## src/hw/rtl/hgrc_pkg.sv

```systemverilog
`default_nettype none

package hgrc_pkg;

    // map geometry
    localparam int MAP_SIDE_LOG2 = 6;
    localparam int MAP_SIDE      = 1 << MAP_SIDE_LOG2;
    localparam int MAP_CELLS     = MAP_SIDE * MAP_SIDE;
    localparam int ADDR_W        = 2 * MAP_SIDE_LOG2;
    localparam int IDX_W         = MAP_SIDE_LOG2;
    localparam int CNT_W         = MAP_SIDE_LOG2 + 1;
    localparam int ROW_W         = MAP_SIDE_LOG2 + 2;
    localparam int CELL_W        = 8;
    localparam logic [CELL_W-1:0] WALL_MIN = 8'h30;

    // fixed point
    localparam int FRAC_BITS = 16;
    localparam int POS_W     = MAP_SIDE_LOG2 + FRAC_BITS;
    localparam int RECIP_W   = FRAC_BITS + 8;
    localparam int DIFF_W    = POS_W + 2;
    localparam int PROD_W    = DIFF_W + RECIP_W;
    localparam int XPOS_W    = 32;
    localparam int XCOL_W    = XPOS_W - 1 - FRAC_BITS;
    localparam int DIST_W    = 32;
    localparam logic [DIST_W-1:0] DIST_INF = '1;

    // configuration port
    localparam int CFG_IDX_W  = 2;
    localparam int CFG_DATA_W = POS_W;
    localparam logic [CFG_IDX_W-1:0] CFG_MAP_COLS = 2'd0;
    localparam logic [CFG_IDX_W-1:0] CFG_MAP_ROWS = 2'd1;
    localparam logic [CFG_IDX_W-1:0] CFG_PLAYER_X = 2'd2;
    localparam logic [CFG_IDX_W-1:0] CFG_PLAYER_Y = 2'd3;
    localparam logic [CNT_W-1:0] MAP_SIZE_RST = CNT_W'(MAP_SIDE);

    // item kinds
    localparam logic KIND_WRITE = 1'b0;
    localparam logic KIND_CAST  = 1'b1;

    typedef logic signed [RECIP_W-1:0] t_recip;
    typedef logic signed [DIFF_W-1:0]  t_diff;
    typedef logic signed [PROD_W-1:0]  t_prod;

endpackage

`default_nettype wire

```

## src/hw/rtl/hgrc_mul.sv

```systemverilog
`default_nettype none

// Shared signed multiplier, one register after the product.
module hgrc_mul import hgrc_pkg::*; (
    input  wire logic  i_clk,
    input  wire t_diff i_a,
    input  wire t_recip i_b,
    output t_prod      o_prod
);

    always_ff @(posedge i_clk) begin
        o_prod <= PROD_W'(i_a) * PROD_W'(i_b);
    end

endmodule

`default_nettype wire

```

## config.mk

```make
export PLATFORM = sky130hd
export DESIGN_NAME = hgrc_mul
export DESIGN_NICKNAME = d
export VERILOG_FILES = /design/src/hw/rtl/hgrc_pkg.sv /design/src/hw/rtl/hgrc_mul.sv
export SDC_FILE = /design/constraint.sdc
export NUM_CORES = 2
export LEC_CHECK = 0
export BUFFER_PORTS_ARGS = -buffer_cell sky130_fd_sc_hd__buf_2
export CORE_ASPECT_RATIO = 1.5
export CORE_UTILIZATION = 30
export CTS_BUF_LIST = sky130_fd_sc_hd__clkbuf_4 sky130_fd_sc_hd__clkbuf_8
export DETAILED_ROUTE_END_ITERATION = 16
export MAX_ROUTING_LAYER = met4
export PLACE_DENSITY = 0.53
export SLEW_MARGIN = 20
export SYNTH_ARGS = -nofsm -noshare
export SYNTH_HDL_FRONTEND = slang
export SYNTH_SLANG_ARGS = --single-unit
```

## constraint.sdc

```tcl
create_clock -name i_clk -period 11.6 [get_ports i_clk]
set_clock_uncertainty 0.05 [all_clocks]
set_input_delay 3.48 -clock i_clk [delete_from_list [all_inputs] [get_ports i_clk]]
set_output_delay 3.48 -clock i_clk [all_outputs]
set_load 0.01 [all_outputs]
```

---- Word level (Yosys, flattened, before mapping) ----
Cells that the tools add are included.
storage, ports and cells
  bits in latches ......................... 0
  output and inout bits ................... 48
  logic and storage cells ................. 2
  flip-flop bits (word level) ............. 48
  memory bits (read-only) ................. 0
  memory bits (writable) .................. 0
  memories kept ........................... 0
  input bits .............................. 49
cells by class
  muxes and demuxes ....................... 0
  add/subtract/negate cells ............... 0
  eq/ne operators ......................... 0
  magnitude comparators ................... 0
  bitwise gates (word level) .............. 0
  shift-type cells ........................ 0
  multipliers ............................. 1
  reductions and logical operators ........ 0
  divide/modulo/power cells ............... 0
operator list
  operator                                        count
  24-bit by 24-bit multiplier with 48-bit output  1

---- Logic depth before layout (Yosys ltp) ----
  word-level depth ........................ 1
  mapped depth ............................ 27
  depth with buffers taken out ............ 25

---- Least setup slack after synthesis ----
Ideal clock, no wire load.
  kind .................................... input to register
  start ................................... in i_a[23]
  end ..................................... reg o_prod[46]
  cell stages on the path ................. 22
  library setup time ...................... 72 ps
  path slack .............................. 1542 ps
  buffers on the path ..................... 1
  data arrival time ....................... 9936 ps
  path through ............................ clkbuf_1 nand2_1 inv_1 fa_1 fa_1 inv_1 fa_1 inv_1 fa_1 fa_1 fa_1 fa_1 ha_1 a211oi_1 nand2b_1 a2111oi_0 o2111ai_1 nand2_1 o311ai_2 a211o_1 a21oi_1 xnor2_1
on the way
  word-level cells in the longest chain between the ends .. 1
RTL lines
  element                                         line            source
  from (decl)                                     hgrc_mul.sv:6   input wire t_diff i_a,
  24-bit by 24-bit multiplier with 48-bit output  hgrc_mul.sv:12  o_prod <= PROD_W'(i_a) * PROD_W'(i_b);
  to (signal assigned)                            hgrc_mul.sv:12
  to (decl)                                       hgrc_mul.sv:8   output t_prod o_prod
No other way between the ends.

---- Worst setup path in the final report ----
Ends and elaborated chain as after synthesis.

==> summary.md <==
| Metric | Value |
|---|---|
| Result of the run | `finished clean` |
| Largest registers ranked by flip-flop count | `o_prod (48)` |
| Number of hold-slack violations in the final timing report | `0` |
| Largest register FFs | `48` |
| Maximum number of pins on one net before global-route repair | `25` |
| Primary flip-flop cell chosen by synthesis mapping | `sky130_fd_sc_hd__dfxtp_1` |
| Wire length of the first global-routing pass | `102000 um` |
| Maximum capacitance violations | `0` |
| RSZ-0062 raised after global routing | `false` |
| CP Data Required Time | `between 10 and 15 ns` |
| Hold_buf cts | `0` |
| Most area-consuming cells after synthesis | `sky130_fd_sc_hd__fa_1, sky130_fd_sc_hd__inv_1, sky130_fd_sc_hd__and2_1` |
| Chip Height | `~330 um` |
| Port Buffers | `between 90 and 100` |
| Startpoint Class | `input pin` |
| Data arrival time of the worst path | `about 11 ns` |
| Count of synthesis-stage warnings from yosys | `0` |
| Fill cells | `~7600` |
| Final hold slack | `~3.5 ns` |
| Count of buffers added by post-CTS timing repair for setup | `0` |
| Starting density of the core | `0.303` |
| Reg clk slew, reported paths | `around 0.17 ns` |
| Filler-free cell count of the finished design | `approximately 3300` |
| Remaining global-route overflow | `0` |
| Number of gates given a new drive strength after cts | `0` |
| Half-perimeter wire length of the detailed placement result | `roughly 53000 um` |
| Buffers from clock root to sink, at most | `2` |
| Post-synth top area share | `0.552` |
| Share of the synthesized netlist area taken by xor and xnor gates | `0.0215` |
| Number of ports placed on the die boundary | `97` |
| CP Class | `in2reg` |
| Final weighted congestion in routability-driven placement | `roughly 0.88` |
| Final period util | `0.925` |
| Vias per std cell | `around 4.7` |
| Sink count of the clock tree | `48` |
| Detailed-router iteration count before antenna repair | `5` |
| Register with the most flip-flops | `o_prod` |
| Final routed DRC violation total | `0` |
| Post-synthesis compound-gate area fraction | `0.0404` |
| Number of violations reported at the end of detailed-routing iteration 0 | `about 700` |
| Die outline area | `about 0.075 sq mm` |
| Largest family of logic cells by synthesized area | `adder cells` |
| Worst Setup Slack post-DPL | `0.375 ns` |
| Clock root buffer | `sky130_fd_sc_hd__clkbuf_8` |
| Tightest Pin Transition | `around 0.86 ns` |
| Share of synthesized area spent on multiplexers | `0` |
| Number of different library cells in the post-synthesis netlist | `between 50 and 60` |
| Total clock buffers created by CTS | `5` |
| Hold WC Path Type | `in2reg` |
| Summed instance area of the synthesized netlist | `about 0.022 sq mm` |
| # placed instances | `between 3000 and 4000` |
| Highest clock rate | `slightly above 90 MHz` |
| Average wire length per cell after detail routing | `19.5 um` |
| Post-Route WL | `roughly 64000 um` |
| Via count of the first global-routing pass | `17900` |
| Post-route minimum period | `~11 ns` |
| Simple-gate share of the synthesized area | `0.148` |
| Width of the die | `223 um` |
| Fin. max-slew vios | `0` |
| Endpoint class of the critical path | `flip-flop` |
| Cell taking the most area after synthesis | `sky130_fd_sc_hd__fa_1` |
| Overall via count from detail_route | `between 15000 and 20000` |
| Critical Path Start | `i_a[23]` |
| Global Route Usage Sum | `0.189` |
| Relative area change from synthesis to final layout | `7.19%` |
| Antenna Nets Post-Route | `0` |
| Final setup violation count | `0` |
| Core Area | `roughly 0.073 sq mm` |
| Biggest fanout along the worst timing path | `9` |
| Post-route setup TNS | `0 ns` |
| Initial antenna violation count | `3` |
| Synthesized Nets | `3111` |
| Yosys reg bits | `48` |
| Setup WS post-layout | `slightly below 0.9 ns` |
| Count of mapped cells out of synthesis | `between 2000 and 2500` |
| Cell row count | `121` |
| Share of flip-flops with an asynchronous set or reset | `0` |
| Number of nets in the final layout | `about 3100` |
| CTS tree | `done` |
| Ratio of cells with drive above 1 in the final layout | `0.0641` |
| Number of levels in the clock H-tree | `2` |
| Worst slew margin relative to its limit | `0.421` |
| Average instance area after synthesis | `between 9 and 10 sq um` |
| Number of flops mapped to enable cells by yosys | `0` |
| Post-synthesis sequential area ratio | `0.0436` |
| Worst Setup EP | `o_prod[46]` |
| Share of synthesized cell area in full adder, half adder and majority cells | `0.628` |
[critical path: stages]
cell	delay (ns)
sky130_fd_sc_hd__buf_2	0.28
sky130_fd_sc_hd__nand2_1	0.15
sky130_fd_sc_hd__inv_1	0.14
sky130_fd_sc_hd__fa_1	0.55
sky130_fd_sc_hd__fa_1	0.66
sky130_fd_sc_hd__inv_1	0.21
sky130_fd_sc_hd__fa_1	0.62
sky130_fd_sc_hd__inv_1	0.36
sky130_fd_sc_hd__fa_1	0.52
sky130_fd_sc_hd__fa_1	0.58
sky130_fd_sc_hd__fa_1	0.44
sky130_fd_sc_hd__fa_1	0.45
sky130_fd_sc_hd__ha_1	0.30
sky130_fd_sc_hd__a211oi_1	0.34
sky130_fd_sc_hd__nand2b_1	0.09
sky130_fd_sc_hd__a2111oi_0	0.45
sky130_fd_sc_hd__o2111ai_1	0.19
sky130_fd_sc_hd__nand2_1	0.25
sky130_fd_sc_hd__o311ai_2	0.26
sky130_fd_sc_hd__a211o_1	0.36
sky130_fd_sc_hd__a21oi_1	0.18
sky130_fd_sc_hd__xnor2_1	0.13
[layer usage]
layer  global-route usage  vias to the layer above  wire length (um)
li1                     -                     6710                 -
met1                0.188                     8223             21900
met2                0.357                      362             36500
met3               0.0170                      133              1840
met4                0.107                        0              3900
met5                    -                        -                 0
[cells by family after synthesis]
logic type                 after synthesis
adders and majority gates              741
and+or+nand+nor                        661
DFF                                     48
AOI/OAI and AO/OA                      127
buffers and inverters                  690
xor gates and xnor gates                54
[per-stage QoR]
stage	cell area [sq um]	util
final	23600	0.325
after global routing	23600	0.325
after CTS	23600	0.325
after detailed placement	23500	0.323
after global placement	23500	0.323
after floorplan	22000	-
[synth_stat cells (3+ instances only)]
master and instances:
sky130_fd_sc_hd__clkbuf_1 95, sky130_fd_sc_hd__a31o_2 3, sky130_fd_sc_hd__nand2b_1 10, sky130_fd_sc_hd__and3_1 5, sky130_fd_sc_hd__a21o_1 13, sky130_fd_sc_hd__o21ai_0 19
sky130_fd_sc_hd__o21ai_1 4, sky130_fd_sc_hd__a21oi_1 37, sky130_fd_sc_hd__o211ai_1 5, sky130_fd_sc_hd__fa_1 607, sky130_fd_sc_hd__o21a_1 3, sky130_fd_sc_hd__dfxtp_1 48
sky130_fd_sc_hd__nand2_1 307, sky130_fd_sc_hd__xnor2_1 43, sky130_fd_sc_hd__nand3_1 8, sky130_fd_sc_hd__inv_1 590, sky130_fd_sc_hd__nor3_1 4, sky130_fd_sc_hd__a211oi_1 7
sky130_fd_sc_hd__nor2_1 39, sky130_fd_sc_hd__nand4_1 4, sky130_fd_sc_hd__and2_1 274, sky130_fd_sc_hd__o21bai_1 10, sky130_fd_sc_hd__xor2_1 11, sky130_fd_sc_hd__ha_1 134
[layout by cell type, fill, tap and decap left out, types with 3 or more instances in the layout]
| cell | Yosys | routed |
|---|---|---|
| sky130_fd_sc_hd__fa_1 | 607 | 607 |
| sky130_fd_sc_hd__inv_1 | 590 | 590 |
| sky130_fd_sc_hd__nand2_1 | 307 | 307 |
| sky130_fd_sc_hd__and2_1 | 274 | 274 |
| sky130_fd_sc_hd__ha_1 | 134 | 134 |
| sky130_fd_sc_hd__buf_2 | 2 | 96 |
| sky130_fd_sc_hd__dfxtp_1 | 48 | 48 |
| sky130_fd_sc_hd__xnor2_1 | 43 | 43 |
| sky130_fd_sc_hd__nor2_1 | 39 | 39 |
| sky130_fd_sc_hd__a21oi_1 | 37 | 37 |
| sky130_fd_sc_hd__buf_4 | 0 | 30 |
| sky130_fd_sc_hd__o21ai_0 | 19 | 19 |
| sky130_fd_sc_hd__a21o_1 | 13 | 13 |
| sky130_fd_sc_hd__xor2_1 | 11 | 11 |
| sky130_fd_sc_hd__o21bai_1 | 10 | 10 |
| sky130_fd_sc_hd__nand2b_1 | 10 | 10 |
| sky130_fd_sc_hd__nand3_1 | 8 | 8 |
| sky130_fd_sc_hd__a211oi_1 | 7 | 7 |
| sky130_fd_sc_hd__clkbuf_8 | 0 | 6 |
| sky130_fd_sc_hd__o211ai_1 | 5 | 5 |
| sky130_fd_sc_hd__and3_1 | 5 | 5 |
| sky130_fd_sc_hd__o21ai_1 | 4 | 4 |
| sky130_fd_sc_hd__nand4_1 | 4 | 4 |
| sky130_fd_sc_hd__nor3_1 | 4 | 4 |
| sky130_fd_sc_hd__diode_2 | 0 | 3 |
| sky130_fd_sc_hd__a31o_2 | 3 | 3 |
| sky130_fd_sc_hd__o21a_1 | 3 | 3 |
[area by class of cell]
cell class,instances,area (sq um),share of cell area
Antenna cell,3,7.51,0.000318
Clock buffer,6,82.6,0.00350
Clock inverter,2,15.0,0.000636
Inverter,591,2220,0.0940
Multi-Input combinational cell,1583,18500,0.782
Sequential cell,48,961,0.0407
Tap cell,922,1150,0.0489
Timing Repair Buffer,126,706,0.0299
[how the worst min path moves through the flow]
stage	startpoint	to	slack (ns)	depth (start not counted)
after CTS	i_b[0]	o_prod[0]	3.48	2
after detailed placement	o_prod[1]	o_prod[1]	3.82	1
after global placement	o_prod[2]	o_prod[2]	3.82	1
after floorplan	i_a[0]	o_prod[0]	3.56	1
after global routing	i_b[0]	o_prod[0]	3.49	2
final	i_b[0]	o_prod[0]	3.50	2
Power is not shown: default switching activity piles up to over one toggle a cycle in this logic, so the estimate is an artifact.
